## config.mk

```make
export PLATFORM = sky130hd
export DESIGN_NAME = rle_prefix_integer_decoder_top
export DESIGN_NICKNAME = d
export VERILOG_FILES = /design/src/hdl/rpid_pkg.sv /design/src/hdl/rpid_ctrl.sv /design/src/hdl/rpid_datapath.sv /design/src/hdl/rle_prefix_integer_decoder_top.sv
export VERILOG_INCLUDE_DIRS = /design/src /design/src/hdl
export SDC_FILE = /design/constraint.sdc
export NUM_CORES = 1
export LEC_CHECK = 0
export BUFFER_PORTS_ARGS = -buffer_cell sky130_fd_sc_hd__buf_2
export CAP_MARGIN = 20
export CORE_MARGIN = 2
export CORE_UTILIZATION = 45
export CTS_CLUSTER_DIAMETER = 150
export DETAILED_ROUTE_END_ITERATION = 10
export PLACE_DENSITY = 0.71
export SLEW_MARGIN = 20
export SYNTH_ARGS = -nofsm -noshare
export SYNTH_HDL_FRONTEND = slang
export SYNTH_HIERARCHICAL = 1
export SYNTH_SLANG_ARGS = --single-unit
export TNS_END_PERCENT = 20
```

## constraint.sdc

```tcl
create_clock -name i_clk -period 11.08 [get_ports i_clk]
set_input_delay 1.108 -clock i_clk [delete_from_list [all_inputs] [get_ports i_clk]]
set_output_delay 1.108 -clock i_clk [all_outputs]
set_load 0.1 [all_outputs]
```

## src/hdl/rle_prefix_integer_decoder_top_assert.svh

```systemverilog
// Assertion macros used by the decoder datapath module.
`ifndef RLE_PREFIX_INTEGER_DECODER_TOP_ASSERT_SVH
`define RLE_PREFIX_INTEGER_DECODER_TOP_ASSERT_SVH

`ifndef ASSERT_OFF
`define RPID_ASSERT_HOLDS(lbl, clk, rst_n, prop) \
    lbl: assert property (@(posedge clk) disable iff (!rst_n) (prop)) \
        else $error("assertion failed");
`define RPID_ASSERT_NEXT(lbl, clk, rst_n, ante, cons) \
    lbl: assert property (@(posedge clk) disable iff (!rst_n) (ante) |=> (cons)) \
        else $error("assertion failed");
`else
`define RPID_ASSERT_HOLDS(lbl, clk, rst_n, prop)
`define RPID_ASSERT_NEXT(lbl, clk, rst_n, ante, cons)
`endif

`endif

```

## src/hdl/rpid_pkg.sv

```systemverilog
package rpid_pkg;

    typedef enum logic [2:0] {
        PH_HEADER = 3'd0,
        PH_PREFIX = 3'd1,
        PH_CODE   = 3'd2,
        PH_SUFFIX = 3'd3,
        PH_DRAIN  = 3'd4
    } t_phase;

    localparam logic [1:0] ST_OK       = 2'd0;
    localparam logic [1:0] ST_HDR_ERR  = 2'd1;
    localparam logic [1:0] ST_TOO_FEW  = 2'd2;

    localparam logic [7:0] MAX_PREFIX  = 8'd4;

    typedef struct packed {
        logic accept;
        logic emit;
        logic stream_end;
        logic final_load;
        logic clear;
    } t_cmd;

    typedef struct packed {
        logic start_emit;
        logic emit_final;
        logic out_free;
    } t_sts;

endpackage

```

## src/hdl/rpid_ctrl.sv

```systemverilog
module rpid_ctrl
    import rpid_pkg::*;
(
    input  logic i_clk,
    input  logic i_rst_n,
    input  logic i_valid,
    input  logic i_last_byte,
    input  t_sts i_sts,
    output logic o_stall,
    output t_cmd o_cmd
);

    typedef enum logic [1:0] {
        S_IDLE,
        S_EMIT,
        S_FINAL
    } t_state;

    t_state r_state;
    logic   r_last;

    always_comb begin
        o_cmd = '0;
        o_stall = (r_state != S_IDLE);
        case (r_state)
            S_IDLE: begin
                o_cmd.accept = i_valid;
            end
            S_EMIT: begin
                o_cmd.emit = i_sts.out_free;
                o_cmd.stream_end = r_last && i_sts.emit_final;
                o_cmd.clear = i_sts.out_free && r_last && i_sts.emit_final;
            end
            S_FINAL: begin
                o_cmd.final_load = i_sts.out_free;
                o_cmd.clear = i_sts.out_free;
            end
            default: begin
                o_cmd = '0;
            end
        endcase
    end

    always_ff @(posedge i_clk) begin
        if (!i_rst_n) begin
            r_state <= S_IDLE;
            r_last <= 1'b0;
        end else begin
            case (r_state)
                S_IDLE: begin
                    if (i_valid) begin
                        r_last <= i_last_byte;
                        if (i_sts.start_emit) begin
                            r_state <= S_EMIT;
                        end else if (i_last_byte) begin
                            r_state <= S_FINAL;
                        end
                    end
                end
                S_EMIT: begin
                    if (i_sts.out_free && i_sts.emit_final) begin
                        r_state <= S_IDLE;
                    end
                end
                S_FINAL: begin
                    if (i_sts.out_free) begin
                        r_state <= S_IDLE;
                    end
                end
                default: begin
                    r_state <= S_IDLE;
                end
            endcase
        end
    end

endmodule

```

## src/hdl/rpid_datapath.sv

```systemverilog
`include "rle_prefix_integer_decoder_top_assert.svh"

module rpid_datapath
    import rpid_pkg::*;
#(
    parameter int COUNT_BITS = 32
) (
    input  logic        i_clk,
    input  logic        i_rst_n,
    input  logic        i_cfg_wr_en,
    input  logic [31:0] i_cfg_wr_data,
    input  logic [7:0]  i_data_byte,
    input  logic        i_last_byte,
    input  logic        i_stall,
    input  t_cmd        i_cmd,
    output t_sts        o_sts,
    output logic        o_valid,
    output logic [31:0] o_value,
    output logic        o_value_valid,
    output logic        o_run_last,
    output logic        o_stream_done,
    output logic [1:0]  o_status
);

    logic [31:0]         r_value_count;
    t_phase              r_phase;
    logic [31:0]         r_common;
    logic [2:0]          r_prefix_left;
    logic [1:0]          r_pos;
    logic [31:0]         r_accum;
    logic [1:0]          r_width;
    logic [1:0]          r_suffix_left;
    logic [6:0]          r_run;
    logic [31:0]         r_run_value;
    logic [COUNT_BITS-1:0] r_emitted;
    logic                r_hdr_err;

    t_phase              n_phase;
    logic [31:0]         n_common;
    logic [2:0]          n_prefix_left;
    logic [1:0]          n_pos;
    logic [31:0]         n_accum;
    logic [1:0]          n_width;
    logic [1:0]          n_suffix_left;
    logic [6:0]          n_run;
    logic [31:0]         n_run_value;
    logic                n_hdr_err;

    logic                r_out_valid;
    logic [31:0]         r_out_value;
    logic                r_out_value_valid;
    logic                r_out_run_last;
    logic                r_out_done;
    logic [1:0]          r_out_status;

    logic [COUNT_BITS-1:0] target;
    logic [COUNT_BITS-1:0] emitted_inc;
    logic                active;
    logic                start_emit;
    logic [31:0]         byte_shifted;
    logic [31:0]         accum_or;
    logic [1:0]          final_status;

    assign target = COUNT_BITS'(r_value_count);
    assign emitted_inc = r_emitted + COUNT_BITS'(1);
    assign active = (r_emitted < target);
    assign byte_shifted = {24'd0, i_data_byte} << {r_pos, 3'b000};
    assign accum_or = r_accum | byte_shifted;

    always_comb begin
        n_phase = r_phase;
        n_common = r_common;
        n_prefix_left = r_prefix_left;
        n_pos = r_pos;
        n_accum = r_accum;
        n_width = r_width;
        n_suffix_left = r_suffix_left;
        n_run = r_run;
        n_run_value = r_run_value;
        n_hdr_err = r_hdr_err;
        start_emit = 1'b0;
        if (active) begin
            case (r_phase)
                PH_HEADER: begin
                    if (i_data_byte > MAX_PREFIX) begin
                        n_hdr_err = 1'b1;
                        n_phase = PH_DRAIN;
                    end else begin
                        n_common = '0;
                        n_prefix_left = i_data_byte[2:0];
                        n_pos = '0;
                        n_phase = (i_data_byte != 8'd0) ? PH_PREFIX : PH_CODE;
                    end
                end
                PH_PREFIX: begin
                    n_common = r_common | byte_shifted;
                    n_pos = r_pos + 2'd1;
                    n_prefix_left = r_prefix_left - 3'd1;
                    if (r_prefix_left == 3'd1) begin
                        n_phase = PH_CODE;
                    end
                end
                PH_CODE: begin
                    n_width = i_data_byte[1:0];
                    n_run = {1'b0, i_data_byte[7:2]} + 7'd1;
                    n_accum = '0;
                    if (i_data_byte[1:0] == 2'd0) begin
                        start_emit = 1'b1;
                        n_run_value = r_common;
                    end else begin
                        n_suffix_left = i_data_byte[1:0];
                        n_pos = '0;
                        n_phase = PH_SUFFIX;
                        start_emit = i_last_byte;
                        n_run_value = r_common << {i_data_byte[1:0], 3'b000};
                    end
                end
                PH_SUFFIX: begin
                    n_accum = accum_or;
                    n_pos = r_pos + 2'd1;
                    n_suffix_left = r_suffix_left - 2'd1;
                    n_run_value = (r_common << {r_width, 3'b000}) | accum_or;
                    if (r_suffix_left == 2'd1 || i_last_byte) begin
                        start_emit = 1'b1;
                        n_phase = PH_CODE;
                    end
                end
                default: begin
                    n_phase = r_phase;
                end
            endcase
        end
    end

    always_comb begin
        if (target == '0) begin
            final_status = ST_OK;
        end else if (r_hdr_err) begin
            final_status = ST_HDR_ERR;
        end else if (r_emitted >= target) begin
            final_status = ST_OK;
        end else begin
            final_status = ST_TOO_FEW;
        end
    end

    assign o_sts.start_emit = start_emit;
    assign o_sts.emit_final = (r_run == 7'd1) || (emitted_inc == target);
    assign o_sts.out_free = !r_out_valid || !i_stall;

    always_ff @(posedge i_clk) begin
        if (!i_rst_n) begin
            r_value_count <= '0;
        end else if (i_cfg_wr_en) begin
            r_value_count <= i_cfg_wr_data;
        end
    end

    always_ff @(posedge i_clk) begin
        if (!i_rst_n || i_cmd.clear) begin
            r_phase <= PH_HEADER;
            r_common <= '0;
            r_prefix_left <= '0;
            r_pos <= '0;
            r_accum <= '0;
            r_width <= '0;
            r_suffix_left <= '0;
            r_run <= '0;
            r_run_value <= '0;
            r_emitted <= '0;
            r_hdr_err <= 1'b0;
        end else if (i_cmd.accept) begin
            r_phase <= n_phase;
            r_common <= n_common;
            r_prefix_left <= n_prefix_left;
            r_pos <= n_pos;
            r_accum <= n_accum;
            r_width <= n_width;
            r_suffix_left <= n_suffix_left;
            r_run <= n_run;
            r_run_value <= n_run_value;
            r_hdr_err <= n_hdr_err;
        end else if (i_cmd.emit) begin
            r_emitted <= emitted_inc;
            r_run <= o_sts.emit_final ? 7'd0 : r_run - 7'd1;
        end
    end

    always_ff @(posedge i_clk) begin
        if (!i_rst_n) begin
            r_out_valid <= 1'b0;
        end else if (i_cmd.emit || i_cmd.final_load) begin
            r_out_valid <= 1'b1;
        end else if (!i_stall) begin
            r_out_valid <= 1'b0;
        end
    end

    always_ff @(posedge i_clk) begin
        if (i_cmd.emit) begin
            r_out_value <= r_run_value;
            r_out_value_valid <= 1'b1;
            r_out_run_last <= o_sts.emit_final;
            r_out_done <= i_cmd.stream_end;
            if (i_cmd.stream_end && emitted_inc < target) begin
                r_out_status <= ST_TOO_FEW;
            end else begin
                r_out_status <= ST_OK;
            end
        end else if (i_cmd.final_load) begin
            r_out_value <= '0;
            r_out_value_valid <= 1'b0;
            r_out_run_last <= 1'b1;
            r_out_done <= 1'b1;
            r_out_status <= final_status;
        end
    end

    assign o_valid = r_out_valid;
    assign o_value = r_out_value;
    assign o_value_valid = r_out_value_valid;
    assign o_run_last = r_out_run_last;
    assign o_stream_done = r_out_done;
    assign o_status = r_out_status;

    `RPID_ASSERT_HOLDS(a_done_is_run_last, i_clk, i_rst_n,
        !(r_out_valid && r_out_done) || r_out_run_last)
    `RPID_ASSERT_HOLDS(a_novalue_closes, i_clk, i_rst_n,
        !(r_out_valid && !r_out_value_valid) || r_out_done)
    `RPID_ASSERT_HOLDS(a_emit_has_run, i_clk, i_rst_n,
        !i_cmd.emit || (r_run != 7'd0 && active))
    `RPID_ASSERT_NEXT(a_final_clears, i_clk, i_rst_n,
        i_cmd.final_load, r_phase == PH_HEADER && r_emitted == '0)

endmodule

```

## src/hdl/rle_prefix_integer_decoder_top.sv

```systemverilog
// A byte that starts a run moves the control to the emit state, which registers its
// results; a byte causing no result leaves the control idle. A byte causing n results
// stalls the input while they go out, one result per unstalled output cycle, set by the
// run emission loop. A stream-closing byte with no values goes through the final state
// for its single status result. Synchronous active-low reset clears the stream state,
// the output valid flag and the value count register to zero.
module rle_prefix_integer_decoder_top
    import rpid_pkg::*;
#(
    parameter int COUNT_BITS = 32
) (
    input  logic        i_clk,
    input  logic        i_rst_n,
    input  logic        i_cfg_wr_en,
    input  logic [31:0] i_cfg_wr_data,
    input  logic        i_valid,
    output logic        o_stall,
    input  logic [7:0]  i_data_byte,
    input  logic        i_last_byte,
    output logic        o_valid,
    input  logic        i_stall,
    output logic [31:0] o_value,
    output logic        o_value_valid,
    output logic        o_run_last,
    output logic        o_stream_done,
    output logic [1:0]  o_status
);

    t_cmd cmd;
    t_sts sts;

    rpid_ctrl u_ctrl (
        .i_clk       (i_clk),
        .i_rst_n     (i_rst_n),
        .i_valid     (i_valid),
        .i_last_byte (i_last_byte),
        .i_sts       (sts),
        .o_stall     (o_stall),
        .o_cmd       (cmd)
    );

    rpid_datapath #(
        .COUNT_BITS (COUNT_BITS)
    ) u_datapath (
        .i_clk         (i_clk),
        .i_rst_n       (i_rst_n),
        .i_cfg_wr_en   (i_cfg_wr_en),
        .i_cfg_wr_data (i_cfg_wr_data),
        .i_data_byte   (i_data_byte),
        .i_last_byte   (i_last_byte),
        .i_stall       (i_stall),
        .i_cmd         (cmd),
        .o_sts         (sts),
        .o_valid       (o_valid),
        .o_value       (o_value),
        .o_value_valid (o_value_valid),
        .o_run_last    (o_run_last),
        .o_stream_done (o_stream_done),
        .o_status      (o_status)
    );

endmodule

```

# Word level (Yosys, flattened, before mapping)
# Index checks and enable logic that the tools add are counted.
# word_totals
ff_bits	221
input_bits	46
output_inout_bits	39
wordCells	144
# op_classes
add_sub_neg	6
order_cmp	4
n_eq_ne	20
n_shift	3
mux	50
bitwise	4
n_reduce_logical	37
# ops
operator	n
32-bit one-hot mux with 2 select lines	3
32-bit two-way mux	4
32-bit bitwise OR	3
32-bit < comparator	2
32-bit by 5-bit << shifter with 32-bit output	2
7-bit two-way mux	5
32-bit by 1-bit adder with 32-bit output, second input constant	1
32-bit equality test	1
32-bit greater-or-equal comparator	1
32-bit zero test	1
2-bit two-way mux	16
8-bit by 5-bit << shifter with 32-bit output	1
4-bit AND reduction	4
3-bit two-way mux	5
2-bit by 1-bit != test with 1-bit output, second input constant	7
2-bit one-hot mux with 3 select lines	2
3-bit one-hot mux with 4 select lines	1
1-bit two-way mux	10
2-bit nonzero test	5
3-bit AND reduction	3
8-bit by 3-bit > comparator with 1-bit output, second input constant	1
8-bit nonzero test	1
6-bit by 1-bit adder with 7-bit output, second input constant	1
7-bit by 1-bit equality test with 1-bit output, second input constant	1
other kinds (25)	43

# Logic depth before layout (Yosys ltp)
# depth
word_depth	8
ltp_mapped	20

# Modules after synthesis
# Netlist, hierarchy kept.
# by_module_without_submodules
mod	instances	cells_each	area_per_inst_um2	seq_area_each_um2
rpid_datapath	1	1391	12071.6	4724.5
rpid_ctrl	1	30	241.5	60.1

# Least setup slack after synthesis
# OpenSTA, ideal clock, no wires.
# synth_path
kind	flip-flop to flip-flop
from	register u_datapath.r_emitted[0]
to	register u_datapath.r_emitted[0]
arrival_ns	3.981
required_time_ns	10.952
path_slack_ns	6.972
path_stages_with_launch	20
n_path_buf	3
period_less_slack_ns	4.108
path_cell_list	dfxtp_1 > ha_1 > nand3_1 > nor3_1 > and2_1 > nand3_1 > nor2_1 > xor2_1 > ha_1 > inv_1 > nor3_1 > nand4_1 > nand2_1 > and3_1 > o211a_1 > nand2b_1 > clkbuf_1 > clkbuf_1 > buf_1 > nor2_1
# synth_lines
item	line	rtl
from (decl)	rpid_datapath.sv:35	logic [COUNT_BITS-1:0] r_emitted;
from (signal assigned)	rpid_datapath.sv:184	r_emitted <= emitted_inc;

==> results.sh <==
export IMPL_status="finished clean"
export IMPL_synth_adder_area_share_pct=7.824
export IMPL_cp_arrival_ps=6030
export IMPL_p_switching_mw=0.4956
export IMPL_period_minus_slack_ps=5674
export IMPL_p_leak_nw=5.209
export IMPL_reg2reg_depth=19
export IMPL_internal_power_mw=1.364
export IMPL_post_cts_resized=0
export IMPL_synth_largest_area_cell="dfxtp_1"
export IMPL_fin_tns_setup_ps=0
export IMPL_yosysTopAreaCellShare_pct=30.08
export IMPL_synthFlopType="dfxtp_1"
export IMPL_fill_cells=2472
export IMPL_post_cts_buffers=0
export IMPL_antenna_found_initial=1
export IMPL_cts_tree="done"
export IMPL_core_area_um2=26880
export IMPL_max_stage_delay_ps=680
export IMPL_comb_power_share_pct=10.4
export IMPL_drive_gt1_share_pct=12.90
export IMPL_crit_type="reg -> reg"
export IMPL_gp_congestion=0.8896
export IMPL_viasPerCell=5.789
export IMPL_grt_overflow_total=0
export IMPL_seq_power_share_pct=45.3
export IMPL_slew_headroom_pct=29.97
export IMPL_r2r_setup_slack_ps=5410
export IMPL_pre_cts_ws_ps=5513
export IMPL_hold_end="u_datapath/r_run_value[31]"
export IMPL_fmaxAchievable_mhz=176.3
export IMPL_grt_max_degree=97
export IMPL_synth_area_leaders="dfxtp_1 30%, edfxtp_1 8.8%, ha_1 7.8%, a21oi_1 4.9%, mux2i_1 4.3%"
export IMPL_synth_nets=1544
export IMPL_path_cells="ha_1 > nand3_1 > nor3_1 > and2_1 > nand3_1 > nor2_1 > xor2_1 > ha_1 > inv_1 > nor3_1 > nand4_1 > nand2_1 > and3_1 > o211a_1 > nand2b_2 > buf_4 > nor2_1 > o211ai_1 > o311ai_0"
export IMPL_synth_edf_count=36
export IMPL_r2r_end="u_datapath/r_run[6]"
export IMPL_vdd_drop_max_mv=0.1268
export IMPL_tightestPinTransition_ps=1051
export IMPL_place_hpwl_um=21990
export IMPL_skew_ps=21.02
export IMPL_ctsRootBufferMaster="clkbuf_16"
export IMPL_cts_num_sinks=221
export IMPL_swShare_pct=26.66
export IMPL_route_detailed_wl_per_inst_um=17.79
export IMPL_die_h_um=169.4
export IMPL_hp_start="u_datapath/r_run_value[31]"
export IMPL_fin_crit_sh_pct=51.21
export IMPL_routed_wl_um=32150
export IMPL_clock_path_buffers=3
export IMPL_route_vias_total=10460
export IMPL_async_reset_ff_share_pct=0
export IMPL_synth_compound_area_share_pct=17.45
export IMPL_yosysSeqAreaShare_pct=38.86
export IMPL_cap_violations=0
export IMPL_ant_nets=0
export IMPL_r2r_start="u_datapath/r_emitted[0]"
export IMPL_grt_usage_pct=22.36
export IMPL_synth_top_family_by_area="simple AND/OR/NAND/NOR gates"
export IMPL_ioPinCount=85
export IMPL_final_cell_area_um2=13690
export IMPL_drv_slew=0
export IMPL_hold_viol=0
export IMPL_min_delay_path_class="reg -> reg"
export IMPL_ys_ff_latch=221
export IMPL_synthMuxAreaShare_pct=4.430
export IMPL_fp_row_count=60
export IMPL_synth_common_cells="185 x dfxtp_1, 138 x nand2_1, 129 x nor2_1"
export IMPL_fin_ws_ps=5406
export IMPL_cp_required_ps=11440
export IMPL_total_power_mw=1.859
export IMPL_ys_warn_count=6
export IMPL_holdBufCountCts=0
export IMPL_placed_area_um2=12860
export IMPL_p_clk_share_pct=44.3
export IMPL_finalSetupViolCount=0
export IMPL_io_buffers=84
export IMPL_grt_pass1_wl_um=52440
export IMPL_slowest_stage="buf_4"
export IMPL_die_area_um2=28700
export IMPL_p_per_area_nw_per_um2=135.9
export IMPL_first_iter_violations=1123
export IMPL_area_growth_pct=11.15
export IMPL_yosys_cell_types_count=77
export IMPL_setup_worst_path_end_class="flop"
export IMPL_syn_area_um2=12310
export IMPL_synth_cells=1421
export IMPL_synth_most_common_cell="dfxtp_1"
export IMPL_final_nets=1570
export IMPL_drc_errors=0
export IMPL_grt_pass1_vias=9895
export IMPL_clk_latency_ps=530
export IMPL_yosys_area_share_simple_pct=22.60
export IMPL_whs_path_depth=2
export IMPL_syn_avg_cell_area_um2=8.665
export IMPL_final_util_pct=50.92
export IMPL_path_clk_slew_ps=60
export IMPL_start_util_pct=45.81
export IMPL_crit_fanout=62
export IMPL_synth_xor_xnor_area_share_pct=3.699
export IMPL_first_pass_iters=7
export IMPL_rsz0062_at_grt="false"
export IMPL_fp_dieW_um=169.4
export IMPL_start_kind="flop"
export IMPL_cts_max_level=1
export IMPL_cts_buffers=24
[metrics by stage]
| stage | instances | hold slack, ps |
|---|---|---|
| finish | 1807 | 447.1 |
| CTS | 1806 | 451.7 |
| global route | 1806 | 475.0 |
| floorplan | 1421 | 429.0 |
| global placement | 1762 | 441.1 |
| detailed placement | 1762 | 443.0 |
[cell families (layout without fill, tap and decap cells)]
group | after synthesis | after routing
DFF | 221 | 221
AOI/OAI and AO/OA | 332 | 332
and+or+nand+nor | 532 | 532
other | 0 | 1
xor gates and xnor gates | 52 | 52
adders and majority gates | 77 | 77
buffers and inverters | 153 | 197
muxes | 54 | 54
[critical path, delay by kind of cell, from the launching register on]
kind / cells / cell delay (ps)
XOR/XNOR: 1 / 80
AND/OR/NAND/NOR: 11 / 3260
buffers and inverters: 2 / 730
flip-flops: 1 / 430
AO/OA/AOI/OAI: 3 / 460
adder cells (fa/ha/maj): 2 / 530
[power groups by stage]
stage | Sequential (mW) | Combinational (mW) | Clock (mW)
after detailed placement | 0.861 | 0.192 | 0
after global placement | 0.860 | 0.190 | 0
after floorplan | 0.911 | 0.0923 | 0
after global routing | 0.844 | 0.208 | 0.873
final | 0.843 | 0.193 | 0.823
after CTS | 0.843 | 0.193 | 0.837
[sequential cells by signal, summed over array words and instances (netlist names), 3 cells and up]
signal and count:
u_datapath/o_value 32, u_datapath/r_accum 32, u_datapath/r_common 32, u_datapath/r_emitted 32
u_datapath/r_run_value 32, u_datapath/r_value_count 32, u_datapath/r_run 7, u_datapath/r_phase 3
u_datapath/r_prefix_left 3
[metal layers]
layer | global-route usage (%) | share of wire [%] | vias to the layer above
met5 | 0 | 0.028 | -
met4 | 5.946 | 2.0 | 2
met3 | 4.198 | 7.1 | 46
met2 | 33.77 | 44 | 371
met1 | 32.68 | 47 | 4917
li1 | - | - | 5125
[placed cells by master, fill, tap and decap left out, types with 22 or more instances in the layout]
cell type / count
a31oi_1: 29
o21ai_0: 41
xor2_1: 28
and2_1: 36
o211ai_1: 27
nand2_1: 138
inv_1: 56
nand4_1: 26
a21oi_1: 120
clkbuf_16: 25
nor2_1: 129
nor2b_1: 46
dfxtp_1: 185
o21a_1: 34
edfxtp_1: 36
nor3_1: 23
a211oi_1: 22
mux2i_1: 53
nand3_1: 30
xnor2_1: 24
nor3_2: 29
buf_2: 84
ha_1: 77
[worst max-delay path by stage]
stage	slack (ps)	to	from
after global routing	4890	u_datapath/r_run[6]	u_datapath/r_emitted[0]
final	5410	u_datapath/r_run[6]	u_datapath/r_emitted[0]
after CTS	5480	u_datapath/r_run[6]	u_datapath/r_emitted[0]
after floorplan	6970	u_datapath/r_emitted[0]	u_datapath/r_emitted[0]
after detailed placement	5510	u_datapath/r_run[6]	u_datapath/r_emitted[0]
after global placement	5750	u_datapath/r_run[6]	u_datapath/r_emitted[9]
[area by class of cell]
class	count	area, µm²	area share, %
Antenna cell	1	2.502	0.01828
Clock buffer	30	674.4	4.928
Clock inverter	14	146.4	1.070
Inverter	57	214.0	1.563
Multi-Input combinational cell	1047	6927	50.61
Sequential cell	221	4785	34.96
Tap cell	341	426.7	3.118
Timing Repair Buffer	96	510.5	3.730
(Power assumes the default switching activity.)
